`src/design/prts_pkg.sv`:
```
`timescale 1ns / 1ps

package prts_pkg;

	// Field widths fixed by the interface.
	localparam int ID_W   = 64;
	localparam int PRIO_W = 8;
	localparam int CNT_W  = 16;
	localparam int NUM_W  = 4;
	localparam int OP_W   = 2;
	localparam int KIND_W = 3;

	// Default sizing handed to the top level.
	localparam int SLOTS_DEF     = 16;
	localparam int MAX_BATCH_DEF = 8;

	localparam logic [NUM_W-1:0] BATCH_RESET = 4'd8;

	// Operation codes.
	localparam logic [OP_W-1:0] OP_INSERT = 2'd0;
	localparam logic [OP_W-1:0] OP_ACCEPT = 2'd1;
	localparam logic [OP_W-1:0] OP_REMOVE = 2'd2;
	localparam logic [OP_W-1:0] OP_PUMP   = 2'd3;

	// Result kinds.
	localparam logic [KIND_W-1:0] KIND_OK       = 3'd0;
	localparam logic [KIND_W-1:0] KIND_FULL     = 3'd1;
	localparam logic [KIND_W-1:0] KIND_NOTFOUND = 3'd2;
	localparam logic [KIND_W-1:0] KIND_PACKET   = 3'd3;
	localparam logic [KIND_W-1:0] KIND_IDLE     = 3'd4;

	// Commands from the controller to the datapath.
	typedef struct packed {
		logic              capture;
		logic              scan_step;
		logic              ins_write;
		logic              acc_write;
		logic              rem_write;
		logic              pump_start;
		logic              out_load;
		logic              emit_step;
		logic [KIND_W-1:0] out_kind;
	} cmd_t;

	// Status from the datapath to the controller.
	typedef struct packed {
		logic [OP_W-1:0] op;
		logic            scan_at_end;
		logic            found;
		logic            free_avail;
		logic            sel_valid;
		logic            n_zero;
		logic            emit_last;
		logic            out_free;
	} status_t;

	// One slot record as held in the slot memory.
	typedef struct packed {
		logic [ID_W-1:0]   id;
		logic [PRIO_W-1:0] prio;
		logic [CNT_W-1:0]  cnt;
	} slot_info_t;

endpackage

```
`src/design/prts_ctrl.sv`:
```
`timescale 1ns / 1ps

module prts_ctrl (
	input  logic              clk,
	input  logic              arst_n,
	input  logic              in_valid,
	output logic              in_ready,
	input  prts_pkg::status_t sts,
	output prts_pkg::cmd_t    cmd
);
	import prts_pkg::*;

	localparam logic [2:0] ST_IDLE   = 3'd0;
	localparam logic [2:0] ST_SCAN   = 3'd1;
	localparam logic [2:0] ST_DRAIN  = 3'd2;
	localparam logic [2:0] ST_DECIDE = 3'd3;
	localparam logic [2:0] ST_RESP   = 3'd4;
	localparam logic [2:0] ST_EMIT   = 3'd5;

	logic [2:0]        state_q, state_d;
	logic [KIND_W-1:0] resp_kind_q, resp_kind_d;

	assign in_ready = (state_q == ST_IDLE);

	always_comb begin
		state_d     = state_q;
		resp_kind_d = resp_kind_q;
		cmd         = '0;
		unique case (state_q)
			ST_IDLE: begin
				if (in_valid) begin
					cmd.capture = 1'b1;
					state_d     = ST_SCAN;
				end
			end
			ST_SCAN: begin
				cmd.scan_step = 1'b1;
				if (sts.scan_at_end) begin
					state_d = ST_DRAIN;
				end
			end
			ST_DRAIN: begin
				state_d = ST_DECIDE;
			end
			ST_DECIDE: begin
				state_d = ST_RESP;
				unique case (sts.op)
					OP_INSERT: begin
						if (sts.found) begin
							resp_kind_d = KIND_OK;
						end else if (sts.free_avail) begin
							cmd.ins_write = 1'b1;
							resp_kind_d   = KIND_OK;
						end else begin
							resp_kind_d = KIND_FULL;
						end
					end
					OP_ACCEPT, OP_REMOVE: begin
						if (!sts.found) begin
							resp_kind_d = KIND_NOTFOUND;
						end else begin
							cmd.acc_write = (sts.op == OP_ACCEPT);
							cmd.rem_write = (sts.op == OP_REMOVE);
							resp_kind_d   = KIND_OK;
						end
					end
					OP_PUMP: begin
						resp_kind_d = KIND_IDLE;
						if (sts.sel_valid) begin
							cmd.pump_start = 1'b1;
							if (!sts.n_zero) begin
								state_d = ST_EMIT;
							end
						end
					end
					default: begin
						resp_kind_d = KIND_IDLE;
					end
				endcase
			end
			ST_RESP: begin
				if (sts.out_free) begin
					cmd.out_load = 1'b1;
					cmd.out_kind = resp_kind_q;
					state_d      = ST_IDLE;
				end
			end
			ST_EMIT: begin
				if (sts.out_free) begin
					cmd.out_load  = 1'b1;
					cmd.out_kind  = KIND_PACKET;
					cmd.emit_step = 1'b1;
					if (sts.emit_last) begin
						state_d = ST_IDLE;
					end
				end
			end
			default: begin
				state_d = ST_IDLE;
			end
		endcase
	end

	always_ff @(posedge clk or negedge arst_n) begin
		if (!arst_n) begin
			state_q     <= ST_IDLE;
			resp_kind_q <= KIND_OK;
		end else begin
			state_q     <= state_d;
			resp_kind_q <= resp_kind_d;
		end
	end

endmodule

```
`src/design/prts_dp.sv`:
```
`timescale 1ns / 1ps

module prts_dp #(
	parameter int SLOTS     = prts_pkg::SLOTS_DEF,
	parameter int MAX_BATCH = prts_pkg::MAX_BATCH_DEF
) (
	input  logic                          clk,
	input  logic                          arst_n,
	input  prts_pkg::cmd_t                cmd,
	output prts_pkg::status_t             sts,
	input  logic                          cfg_we,
	input  logic [prts_pkg::NUM_W-1:0]    cfg_wdata,
	input  logic [prts_pkg::OP_W-1:0]     opcode,
	input  logic [prts_pkg::ID_W-1:0]     transfer_id,
	input  logic signed [prts_pkg::PRIO_W-1:0] priority_req,
	input  logic [prts_pkg::CNT_W-1:0]    packet_count,
	input  logic [prts_pkg::NUM_W-1:0]    link_space,
	output logic                          out_valid,
	input  logic                          out_ready,
	output logic [prts_pkg::KIND_W-1:0]   kind,
	output logic [prts_pkg::ID_W-1:0]     out_id,
	output logic [prts_pkg::CNT_W-1:0]    packet_index,
	output logic                          transfer_done,
	output logic                          last
);
	import prts_pkg::*;

	localparam int IW = $clog2(SLOTS);
	localparam logic [IW-1:0] LAST_SLOT = IW'(SLOTS - 1);
	localparam logic [6:0] MB7 = 7'(MAX_BATCH);

	// Slot memories and per-slot flags.
	slot_info_t       info_mem [SLOTS];
	logic [CNT_W-1:0] next_mem [SLOTS];
	logic [SLOTS-1:0] valid_q, acc_q;

	// Captured request and configuration.
	logic [OP_W-1:0]   req_op_q;
	logic [ID_W-1:0]   req_id_q;
	logic [PRIO_W-1:0] req_prio_q;
	logic [CNT_W-1:0]  req_cnt_q;
	logic [NUM_W-1:0]  req_space_q;
	logic [NUM_W-1:0]  batch_q;
	logic [ID_W-1:0]   last_served_q;

	// Scan read stage.
	logic [IW-1:0]     scan_cnt_q;
	logic              ev_s1;
	slot_info_t        rd_info_s1;
	logic [CNT_W-1:0]  rd_next_s1;
	logic              rd_v_s1, rd_a_s1;
	logic [IW-1:0]     rd_idx_s1;

	// Scan results.
	logic              found_q, free_q;
	logic [IW-1:0]     found_idx_q, free_idx_q;
	logic              have_first_q, have_best_q;
	logic [PRIO_W-1:0] top_prio_q;
	logic [IW-1:0]     first_idx_q, best_idx_q;
	logic [ID_W-1:0]   first_id_q, best_id_q;
	logic [CNT_W-1:0]  first_cnt_q, best_cnt_q, first_next_q, best_next_q;

	// Emission state.
	logic [ID_W-1:0]   em_id_q;
	logic [CNT_W-1:0]  em_idx_q, em_cnt_q;
	logic [NUM_W-1:0]  em_left_q;

	logic              out_valid_q;

	logic              elig;
	logic [IW-1:0]     sel_idx;
	logic [ID_W-1:0]   sel_id;
	logic [CNT_W-1:0]  sel_cnt, sel_next, sel_left;
	logic [NUM_W-1:0]  lim_c, space_c, ls_min, n_pkts;

	assign elig = rd_v_s1 && rd_a_s1 && (rd_next_s1 < rd_info_s1.cnt);

	// The round-robin pick wins when a higher id exists in the top band.
	assign sel_idx  = have_best_q ? best_idx_q  : first_idx_q;
	assign sel_id   = have_best_q ? best_id_q   : first_id_q;
	assign sel_cnt  = have_best_q ? best_cnt_q  : first_cnt_q;
	assign sel_next = have_best_q ? best_next_q : first_next_q;
	assign sel_left = sel_cnt - sel_next;

	always_comb begin
		if (batch_q == '0) begin
			lim_c = NUM_W'(1);
		end else if ({3'b000, batch_q} > MB7) begin
			lim_c = NUM_W'(MAX_BATCH);
		end else begin
			lim_c = batch_q;
		end
		if ({3'b000, req_space_q} > MB7) begin
			space_c = NUM_W'(MAX_BATCH);
		end else begin
			space_c = req_space_q;
		end
		ls_min = (space_c < lim_c) ? space_c : lim_c;
		n_pkts = (sel_left < CNT_W'(ls_min)) ? sel_left[NUM_W-1:0] : ls_min;
	end

	assign sts.op          = req_op_q;
	assign sts.scan_at_end = (scan_cnt_q == LAST_SLOT);
	assign sts.found       = found_q;
	assign sts.free_avail  = free_q;
	assign sts.sel_valid   = have_first_q;
	assign sts.n_zero      = (n_pkts == '0);
	assign sts.emit_last   = (em_left_q == NUM_W'(1));
	assign sts.out_free    = !out_valid_q || out_ready;

	// Memory writes: at most one slot changes per item.
	always_ff @(posedge clk) begin
		if (cmd.ins_write) begin
			info_mem[free_idx_q] <= '{id: req_id_q, prio: req_prio_q, cnt: req_cnt_q};
		end
		if (cmd.ins_write) begin
			next_mem[free_idx_q] <= '0;
		end else if (cmd.acc_write) begin
			next_mem[found_idx_q] <= '0;
		end else if (cmd.pump_start) begin
			next_mem[sel_idx] <= sel_next + CNT_W'(n_pkts);
		end
	end

	// Registered memory read for the scan.
	always_ff @(posedge clk) begin
		rd_info_s1 <= info_mem[scan_cnt_q];
		rd_next_s1 <= next_mem[scan_cnt_q];
		rd_v_s1    <= valid_q[scan_cnt_q];
		rd_a_s1    <= acc_q[scan_cnt_q];
		rd_idx_s1  <= scan_cnt_q;
	end

	always_ff @(posedge clk or negedge arst_n) begin
		if (!arst_n) begin
			valid_q       <= '0;
			acc_q         <= '0;
			batch_q       <= BATCH_RESET;
			last_served_q <= '0;
			scan_cnt_q    <= '0;
			ev_s1         <= 1'b0;
			found_q       <= 1'b0;
			free_q        <= 1'b0;
			have_first_q  <= 1'b0;
			have_best_q   <= 1'b0;
			em_left_q     <= '0;
			em_idx_q      <= '0;
			out_valid_q   <= 1'b0;
		end else begin
			if (cfg_we) begin
				batch_q <= cfg_wdata;
			end
			ev_s1 <= cmd.scan_step;

			if (cmd.capture) begin
				scan_cnt_q   <= '0;
				found_q      <= 1'b0;
				free_q       <= 1'b0;
				have_first_q <= 1'b0;
				have_best_q  <= 1'b0;
			end else if (cmd.scan_step) begin
				scan_cnt_q <= scan_cnt_q + IW'(1);
			end

			if (ev_s1) begin
				if (rd_v_s1 && !found_q && (rd_info_s1.id == req_id_q)) begin
					found_q     <= 1'b1;
					found_idx_q <= rd_idx_s1;
				end
				if (!rd_v_s1 && !free_q) begin
					free_q     <= 1'b1;
					free_idx_q <= rd_idx_s1;
				end
				if (elig) begin
					if (!have_first_q ||
					    ($signed(rd_info_s1.prio) > $signed(top_prio_q))) begin
						// A new top band restarts both picks.
						have_first_q <= 1'b1;
						top_prio_q   <= rd_info_s1.prio;
						first_idx_q  <= rd_idx_s1;
						first_id_q   <= rd_info_s1.id;
						first_cnt_q  <= rd_info_s1.cnt;
						first_next_q <= rd_next_s1;
						have_best_q  <= (rd_info_s1.id > last_served_q);
						best_idx_q   <= rd_idx_s1;
						best_id_q    <= rd_info_s1.id;
						best_cnt_q   <= rd_info_s1.cnt;
						best_next_q  <= rd_next_s1;
					end else if (rd_info_s1.prio == top_prio_q) begin
						if (rd_info_s1.id < first_id_q) begin
							first_idx_q  <= rd_idx_s1;
							first_id_q   <= rd_info_s1.id;
							first_cnt_q  <= rd_info_s1.cnt;
							first_next_q <= rd_next_s1;
						end
						if ((rd_info_s1.id > last_served_q) &&
						    (!have_best_q || (rd_info_s1.id < best_id_q))) begin
							have_best_q <= 1'b1;
							best_idx_q  <= rd_idx_s1;
							best_id_q   <= rd_info_s1.id;
							best_cnt_q  <= rd_info_s1.cnt;
							best_next_q <= rd_next_s1;
						end
					end
				end
			end

			if (cmd.ins_write) begin
				valid_q[free_idx_q] <= 1'b1;
				acc_q[free_idx_q]   <= 1'b0;
			end
			if (cmd.acc_write) begin
				acc_q[found_idx_q] <= 1'b1;
			end
			if (cmd.rem_write) begin
				valid_q[found_idx_q] <= 1'b0;
				acc_q[found_idx_q]   <= 1'b0;
			end

			if (cmd.pump_start) begin
				last_served_q <= sel_id;
				em_idx_q      <= sel_next;
				em_left_q     <= n_pkts;
			end else if (cmd.emit_step) begin
				em_idx_q  <= em_idx_q + CNT_W'(1);
				em_left_q <= em_left_q - NUM_W'(1);
			end

			if (cmd.out_load) begin
				out_valid_q <= 1'b1;
			end else if (out_ready) begin
				out_valid_q <= 1'b0;
			end
		end
	end

	// Request capture and result payload; no reset needed.
	always_ff @(posedge clk) begin
		if (cmd.capture) begin
			req_op_q    <= opcode;
			req_id_q    <= transfer_id;
			req_prio_q  <= priority_req;
			req_cnt_q   <= packet_count;
			req_space_q <= link_space;
		end
		if (cmd.pump_start) begin
			em_id_q  <= sel_id;
			em_cnt_q <= sel_cnt;
		end
		if (cmd.out_load) begin
			kind <= cmd.out_kind;
			case (cmd.out_kind)
				KIND_PACKET: begin
					out_id        <= em_id_q;
					packet_index  <= em_idx_q;
					transfer_done <= ((em_idx_q + CNT_W'(1)) == em_cnt_q);
					last          <= (em_left_q == NUM_W'(1));
				end
				KIND_IDLE: begin
					out_id        <= '0;
					packet_index  <= '0;
					transfer_done <= 1'b0;
					last          <= 1'b1;
				end
				default: begin
					out_id        <= req_id_q;
					packet_index  <= '0;
					transfer_done <= 1'b0;
					last          <= 1'b1;
				end
			endcase
		end
	end

	assign out_valid = out_valid_q;

endmodule

```
`src/design/priority_round_robin_transfer_scheduler.sv`:
```
`timescale 1ns / 1ps
// A new word is taken only when the previous one has loaded its last result into the output
// register; the slot memory is scanned one entry per cycle through its single read port.
// Reset (arst_n, asynchronous, active low) clears all slot valid and accepted flags, the last
// served id and the output valid, and sets the batch limit to 8. Slot memories are not cleared.

module priority_round_robin_transfer_scheduler #(
	parameter int SLOTS     = prts_pkg::SLOTS_DEF,
	parameter int MAX_BATCH = prts_pkg::MAX_BATCH_DEF
) (
	input  logic                               clk,
	input  logic                               arst_n,
	input  logic                               cfg_we,
	input  logic [prts_pkg::NUM_W-1:0]         cfg_wdata,
	input  logic                               in_valid,
	output logic                               in_ready,
	input  logic [prts_pkg::OP_W-1:0]          opcode,
	input  logic [prts_pkg::ID_W-1:0]          transfer_id,
	input  logic signed [prts_pkg::PRIO_W-1:0] priority_req,
	input  logic [prts_pkg::CNT_W-1:0]         packet_count,
	input  logic [prts_pkg::NUM_W-1:0]         link_space,
	output logic                               out_valid,
	input  logic                               out_ready,
	output logic [prts_pkg::KIND_W-1:0]        kind,
	output logic [prts_pkg::ID_W-1:0]          out_id,
	output logic [prts_pkg::CNT_W-1:0]         packet_index,
	output logic                               transfer_done,
	output logic                               last
);
	import prts_pkg::*;

	// The controller walks each word through capture, a full scan of the slot table, a drain state,
	// a decision state and then one or more results. The datapath holds the slot memories, tracks
	// the lowest matching and free slots during the scan, and keeps the two candidates of the
	// highest priority band: the smallest id overall and the smallest id above the last one
	// served. The second one wins when it exists, which gives the round-robin tie break.
	// Results sit in an output register, so the scan of the next word is never held up by a
	// result that the consumer has not taken yet.

	cmd_t    cmd;
	status_t sts;

	prts_ctrl u_ctrl (
		.clk      (clk),
		.arst_n   (arst_n),
		.in_valid (in_valid),
		.in_ready (in_ready),
		.sts      (sts),
		.cmd      (cmd)
	);

	prts_dp #(
		.SLOTS     (SLOTS),
		.MAX_BATCH (MAX_BATCH)
	) u_dp (
		.clk           (clk),
		.arst_n        (arst_n),
		.cmd           (cmd),
		.sts           (sts),
		.cfg_we        (cfg_we),
		.cfg_wdata     (cfg_wdata),
		.opcode        (opcode),
		.transfer_id   (transfer_id),
		.priority_req  (priority_req),
		.packet_count  (packet_count),
		.link_space    (link_space),
		.out_valid     (out_valid),
		.out_ready     (out_ready),
		.kind          (kind),
		.out_id        (out_id),
		.packet_index  (packet_index),
		.transfer_done (transfer_done),
		.last          (last)
	);

endmodule
```
`config.mk`:
```
export PLATFORM = sky130hd
export DESIGN_NAME = priority_round_robin_transfer_scheduler
export DESIGN_NICKNAME = d
export VERILOG_FILES = /design/src/design/prts_pkg.sv /design/src/design/prts_ctrl.sv /design/src/design/prts_dp.sv /design/src/design/priority_round_robin_transfer_scheduler.sv
export SDC_FILE = /design/constraint.sdc
export NUM_CORES = 2
export LEC_CHECK = 0
export BUFFER_PORTS_ARGS = -buffer_cell sky130_fd_sc_hd__buf_4
export CAP_MARGIN = 10
export CELL_PAD_IN_SITES_DETAIL_PLACEMENT = 2
export CELL_PAD_IN_SITES_GLOBAL_PLACEMENT = 2
export CORE_MARGIN = 4
export CORE_UTILIZATION = 44
export DETAILED_ROUTE_END_ITERATION = 12
export PLACE_DENSITY_LB_ADDON = 0.1
export SYNTH_ARGS = -nofsm -noshare
export SYNTH_HDL_FRONTEND = slang
export SYNTH_SLANG_ARGS = --single-unit
```
`constraint.sdc`:
```
create_clock -name clk -period 8 [get_ports clk]
set_input_delay 0.4 -clock clk [delete_from_list [all_inputs] [get_ports clk]]
set_output_delay 0.4 -clock clk [all_outputs]
set_load 0.02 [all_outputs]
```
Word level (Yosys, flattened, before mapping)
Memory sizes are Yosys's and may differ from the RTL's. A register that Yosys moved wholly into a read port is not among the register bits.
Cells that the tools add are included.
{"block": "word_totals", "regBits": 617, "latch_bits": 0, "mem_bits_rw": 1664, "mem_bits_ro": 0, "in_bits": 103, "output_inout_bits": 87, "mem_count": 2}
{"name": "u_dp.info_mem", "depth": 16, "word_bits": 88, "read_ports": 1, "rd_ports_with_merged_regs": 1, "write_ports": 1, "line_no": "prts_dp.sv:33", "text": "slot_info_t info_mem [SLOTS];"}
{"name": "u_dp.next_mem", "depth": 16, "word_bits": 16, "read_ports": 1, "rd_ports_with_merged_regs": 1, "write_ports": 1, "line_no": "prts_dp.sv:34", "text": "logic [CNT_W-1:0] next_mem [SLOTS];"}
{"block": "classes", "add_sub_neg": 5, "n_mul": 0, "div": 0, "n_lt_le_gt_ge": 14, "n_eq_ne": 20, "n_shift": 0, "n_mux": 116, "n_bitwise": 7, "reduce_logical": 36}
{"op": "$mux 64", "n": 7}
{"op": "$mux 16", "n": 23}
{"op": "$lt 64x64->1", "n": 2}
{"op": "$pmux 64 s2", "n": 1}
{"op": "$mux 4", "n": 19}
{"op": "$eq 64x64->1", "n": 1}
{"op": "$gt 64x64->1", "n": 1}
{"op": "$and 16x16->16", "n": 3}
{"op": "$mux 1", "n": 47}
{"op": "$not 16->16", "n": 2}
{"op": "$or 16x16->16", "n": 2}
{"op": "$reduce_or 16->1", "n": 2}
{"op": "$mux 3", "n": 7}
{"op": "$pmux 3 s6", "n": 1}
{"op": "$add 16x1->16 const B", "n": 1}
{"op": "$add 16x4->16", "n": 1}
{"op": "$eq 16x16->1", "n": 1}
{"op": "$lt 16x16->1", "n": 1}
{"op": "$lt 16x4->1", "n": 1}
{"op": "$sub 16x16->16", "n": 1}
{"op": "$lt 4x5->1 const B", "n": 3}
{"op": "$reduce_and 5->1", "n": 3}
{"op": "$reduce_bool 2->1", "n": 6}
{"op": "$ne 2x2->1 const B", "n": 5}
{"op": "30 further kinds", "n": 57}

Logic depth before layout (Yosys ltp)
{"block": "depth", "ltp_word": 12, "mapped_depth": 27, "depth_no_buf": 21}

Hierarchy
Synthesis repeated with hierarchy kept, for this count alone.
{"block": "unflattened", "hier_cells": 4936, "area_unflattened_um2": 94614.5}
{"module": "prts_dp", "n_inst": 1, "cells_per_inst": 4882, "area_per_inst_um2": 94154.1, "seq_area_each_um2": 69688.1}
{"module": "prts_ctrl", "n_inst": 1, "cells_per_inst": 54, "area_per_inst_um2": 460.4, "seq_area_each_um2": 150.1}

Worst setup path after synthesis
Ideal clock, no wire load.
{"block": "synth_path", "kind": "reg-to-reg", "startpoint": "register u_ctrl.state_q[2]", "endpoint": "memory u_dp.info_mem[0][0] in the netlist's numbering (enable)", "setup_time_ns": 0.647, "arrival_ns": 7.860, "slack_ns": -0.507, "stages_incl_launch_ff": 8, "path_buffers": 3, "synth_period_minus_slack_ns": 8.507, "cell_sequence": "dfrtp_1 clkbuf_1 or2_2 clkbuf_1 or3_1 or3_1 clkbuf_1 nor3_1"}
{"block": "synth_between", "elab_chain_len": 4}
{"item": "start: declaration", "line_no": "prts_ctrl.sv:20", "text": "logic [2:0] state_q, state_d;"}
{"item": "start signal: assignment", "line_no": "prts_ctrl.sv:109", "text": "state_q <= state_d;"}
{"item": "$eq 3x2->1", "line_no": "prts_ctrl.sv:29", "text": "unique case (state_q)"}
{"item": "$mux 4", "line_no": "prts_ctrl.sv:29"}
{"item": "$mux 1", "line_no": "prts_dp.sv:113", "text": "if (cmd.ins_write) begin"}
{"item": "$mux 1 (implied by the code)", "line_no": "prts_dp.sv:114", "text": "info_mem[free_idx_q] <= '{id: req_id_q, prio: req_prio_q, cnt: req_cnt_q};"}
{"item": "end: declaration", "line_no": "prts_dp.sv:33"}
No other way between the ends.

Worst setup path after layout
{"block": "layout_path", "startpoint": "register u_dp.have_best_q", "endpoint": "memory u_dp.next_mem[3][12] (data pin)"}
{"block": "layout_between", "elab_chain_len": 6, "elab_cells_between_ends": 7}
{"item": "start: declaration", "line_no": "prts_dp.sv:57", "text": "logic have_first_q, have_best_q;"}
{"item": "start signal: assignment", "line_no": "prts_dp.sv:184", "text": "have_best_q <= (rd_info_s1.id > last_served_q);"}
{"item": "$mux 16 (*)", "line_no": "prts_dp.sv:81", "text": "assign sel_cnt = have_best_q ? best_cnt_q : first_cnt_q;"}
{"item": "via u_dp.sel_cnt[1]", "line_no": "prts_dp.sv:73", "text": "logic [CNT_W-1:0] sel_cnt, sel_next, sel_left;"}
{"item": "$sub 16x16->16 (*)", "line_no": "prts_dp.sv:83", "text": "assign sel_left = sel_cnt - sel_next;"}
{"item": "$lt 16x4->1", "line_no": "prts_dp.sv:99", "text": "n_pkts = (sel_left < CNT_W'(ls_min)) ? sel_left[NUM_W-1:0] : ls_min;"}
{"item": "$mux 4 (*)", "line_no": "prts_dp.sv:99"}
{"item": "$add 16x4->16 (*)", "line_no": "prts_dp.sv:121", "text": "next_mem[sel_idx] <= sel_next + CNT_W'(n_pkts);"}
{"item": "$mux 16 (no line) (*)"}
{"item": "end: declaration", "line_no": "prts_dp.sv:34"}
Mark *: on every way through the listed nets, which the timed path passes. The rest lies on a longest branch.

==> results.toml <==
[run_status]
status = "completed"

[yosys]
synth_compound_area_share_pct = 3.843
syn_area_sq_mm = 0.09462
synth.area.top_cells = "edfxtp_1, mux4_2, dfrtp_1"
yosys_register_bits = 2385
synth_top_family_by_area = "multiplexers"
syn_avg_cell_area_sq_um = 19.10
synthCells = 4954
yosys.area.top_type = "edfxtp_1"
synth_xor_area_share_pct = 0.9257
synth_edf_count = 2139
async_flop_share_pct = 5.702
synth_fa_ha_area_share_pct = 3.322
synthFlopType = "edfxtp_1"
yosys.area_share.simple_pct = 3.004
yosysUniqueCellTypes = 77
ys_seq_area_share_pct = 73.81
syn-num-nets = 5307
synth_mux_area_share_pct = 13.22
synthDominantCellAreaShare_pct = 67.89
ys_warn_count = 0

[place]
dp_hpwl_mm = 170.1
place.gp.congestion = 0.7972
port_buffers = 189
pre_cts_slack_ps = 797.2

[drt]
top_layer = "met5"
viasPerCell = 5.959
ant_nets = 0
first_pass_iters = 6
drc = 0
detail_route.wirelength_mm = 290.2
wl_met3_mm = 19.13
wire_per_inst_um = 34.23
vias = 50520
wirelength_met1_mm = 125.6
wl_met2_mm = 136.9
first_iter_violations = 5035

[cells_and_area]
nets = 5807
area_growth_pct = 15.96
drive_gt1_share_pct = 22.63
final_core_util_pct = 51.53

[clock_tree]
cts_max_level = 5
cts_sinks = 2385
clk_latency_ps = 930
clkSlewWorstSetupHoldPaths_ps = 60
cts_resized = 0
cts_made_buffers = 278
cts-root-buf = "clkbuf_16"
cts.path.max_buffers = 4
cts_hold_buf = 101
post_cts_buffers = 0
cts_tree = "yes"

[floorplan]
chipWidth_um = 471.7
core_region_area_sq_mm = 0.2129
ios = 190
fp.dieArea_sq_mm = 0.2225
die_h_um = 471.7
row_count = 169
start_util_pct = 44.44

[global_routing]
grtUsageTotal_pct = 26.05
grt_pass1_wl_mm = 416.3
antenna_found_initial = 29
grt_start_max_net_pins = 125
grt_pass1_vias = 55106
grt.overflow.total = 0

[timing]
grt_setup_unrepaired = "no"
hold_viol_final = 0
clock_skew_ps = 65.55
relSlewSlack_pct = 17.13
min_period_ps = 7311
timing.setup.tns_ps = 0
fin_ws_ps = 689.0
setup_viol = 0
maxSlewViolCount = 0
min_period_over_period_pct = 91.39
max_freq_mhz = 136.8
tightestPinTransition_ps = 1239

[pwr]
intPower_uw = 25020
p_sw_share_pct = 28.73
p_sw_uw = 10080
pwr_density_cell_mw_per_mm2 = 319.9
peakVddDrop_mv = 0.2844
p_comb_share_pct = 21.0
p_clk_share_pct = 34.5
leakage_uw = 0.03672
pwr-share-seq_pct = 44.5

[worst_setup_path]
timing.critical_path.required_ps = 8550
worstSetupPathType = "register to register"
arrival_ps = 7860
slowest_delay_ps = 850
slowest_stage = "dfrtp_4"
path_max_fanout = 34
critPathLaunchType = "register"
cp_top_family = "simple AND/OR/NAND/NOR gates"
cp-end-kind = "register"
cp.buffers_inverters = 2
crit_top_cell = "ha_1"
crit_chain = "mux2_2 > ha_1 > nor2b_1 > o31ai_2 > a21boi_0 > ha_1 > nor4b_2 > o21ai_1 > a2111oi_0 > nand4_1 > nor4_4 > mux2i_1 > ha_1 > inv_1 > fa_1 > nor2b_1 > a221oi_1 > nor3_1 > buf_4 > nand2_1 > xnor2_1 > nor2_1"

[flow_run]
max-cap-violations = 0

[hold_path]
hp-class = "primary input to asynchronous set/reset pin"
==> power groups by stage <==
| stage | Combinational [uW] | Clock [uW] | Sequential, uW |
|---|---|---|---|
| CTS | 7480 | 12400 | 15600 |
| detailed placement | 7360 | 0 | 15900 |
| global placement | 7190 | 0 | 15800 |
| global route | 7910 | 12900 | 15700 |
| finish | 7360 | 12100 | 15600 |
| floorplan | 4980 | 0 | 15200 |
==> cells by family (layout without fill, tap and decap cells) <==
group | after synthesis | in the layout
adders and majority gates | 250 | 250
xor gates and xnor gates | 100 | 100
DFF | 2385 | 2385
buffers and inverters | 466 | 1164
muxes | 584 | 584
AOI/OAI and AO/OA | 558 | 558
and+or+nand+nor | 611 | 611
other | 0 | 5
==> worst register-to-register path, stage by stage (launching register included) <==
cell	delay, ps
dfrtp_4	850
mux2_2	500
ha_1	290
nor2b_1	270
o31ai_2	150
a21boi_0	190
ha_1	290
nor4b_2	270
o21ai_1	90
a2111oi_0	440
nand4_1	220
nor4_4	500
mux2i_1	330
ha_1	250
inv_1	70
fa_1	380
nor2b_1	200
a221oi_1	190
nor3_1	210
buf_4	250
nand2_1	110
xnor2_1	140
nor2_1	780
==> sequential cells by signal, indices dropped and copies added, names as in the netlist, 64 cells and up <==
signal / cells
u_dp.best_id_q: 64
u_dp.em_id_q: 64
u_dp.first_id_q: 64
u_dp.out_id: 64
u_dp.last_served_q: 64
u_dp.next_mem: 256
u_dp.info_mem: 1408
u_dp.rd_info_s1: 88
u_dp.req_id_q: 64
==> metal layers <==
layer | vias up | track usage [%]
li1 | 20850 | -
met1 | 27417 | 37.20
met2 | 1787 | 41.13
met3 | 456 | 4.922
met4 | 10 | 7.574
met5 | - | 0
==> through the flow <==
| step | cells | hold slack [ps] | total power [uW] | instance area, sq um |
|---|---|---|---|---|
| after CTS | 8473 | 27.13 | 35470 | 109700 |
| after global routing | 8475 | 55.42 | 36550 | 109700 |
| after floorplan | 4954 | 104.4 | 20190 | 94640 |
| final | 8478 | 53.38 | 35100 | 109700 |
| after detailed placement | 7894 | 418.4 | 23230 | 100200 |
| after global placement | 7894 | 428.9 | 23000 | 100200 |
==> cell type report <==
cell class | count | area, sq um
clock inverter | 78 | 709.4
tap | 2821 | 3530
inverter | 269 | 1022
clock buffer | 400 | 7802
multi-input combinational | 2103 | 23200
timing repair buffer | 417 | 3587
sequential | 2385 | 69860
fill | 18464 | 103200
antenna | 5 | 12.51
==> cell usage in the layout (no fill, tap or decap), drive strengths merged, types with 57 or more instances in the layout <==
cell	netlist	layout
a21oi	91	91
a22o	65	65
buf	35	316
clkbuf	162	400
clkinv	1	58
dfrtp	135	135
dfxtp	110	110
dlygate4sd3	0	101
edfxtp	2139	2139
ha	248	248
inv	268	274
mux4	530	530
nand2	219	219
nor2	162	162
o21ai	205	205
xnor2	57	57
==> cell usage after synthesis, types with 5 or more instances <==
library cell,count
edfxtp_1,2139
mux4_2,530
inv_1,268
ha_1,248
nand2_1,219
o21ai_0,204
clkbuf_1,162
nor2_1,162
dfrtp_1,135
dfxtp_1,110
a21oi_1,91
a22o_1,65
xnor2_1,57
a21o_1,56
nand4_1,48
xor2_1,43
nand3_1,38
buf_1,29
mux2_2,28
nor3_1,28
mux2i_1,26
a211oi_1,20
nor4_1,20
and2_1,18
nand2b_1,18
nor2b_1,16
and3_1,14
o22ai_1,13
a221o_1,12
o211ai_1,10
o21a_1,10
or3_1,9
a31oi_1,8
a2111oi_0,6
a221oi_1,6
o21bai_1,6
a22oi_1,5
o2111ai_1,5
o221ai_1,5
==> path summary, 6_finish.rpt <==
kind | cells past startpoint | to | slack [ps] | startpoint
min reg2reg | 0 | u_dp.top_prio_q[7]$_DFFE_PP_ | 450 | u_dp.rd_info_s1[23]$_DFF_P_
min in group clk | 4 | u_ctrl.state_q[0]$_DFFE_PN0P_ | 190 | in_valid
max reg2reg | 22 | u_dp.next_mem[3][12]$_DFFE_PP_ | 690 | u_dp.have_best_q$_DFF_PN0_
min | 2 | u_dp.last_served_q[49]$_DFFE_PN0P_ | 50 | arst_n
max in group asynchronous | 3 | u_dp.have_best_q$_DFF_PN0_ | 6570 | arst_n
max | 22 | u_dp.next_mem[3][12]$_DFFE_PP_ | 690 | u_dp.have_best_q$_DFF_PN0_
Note: power is estimated with default switching activity, not from simulation.
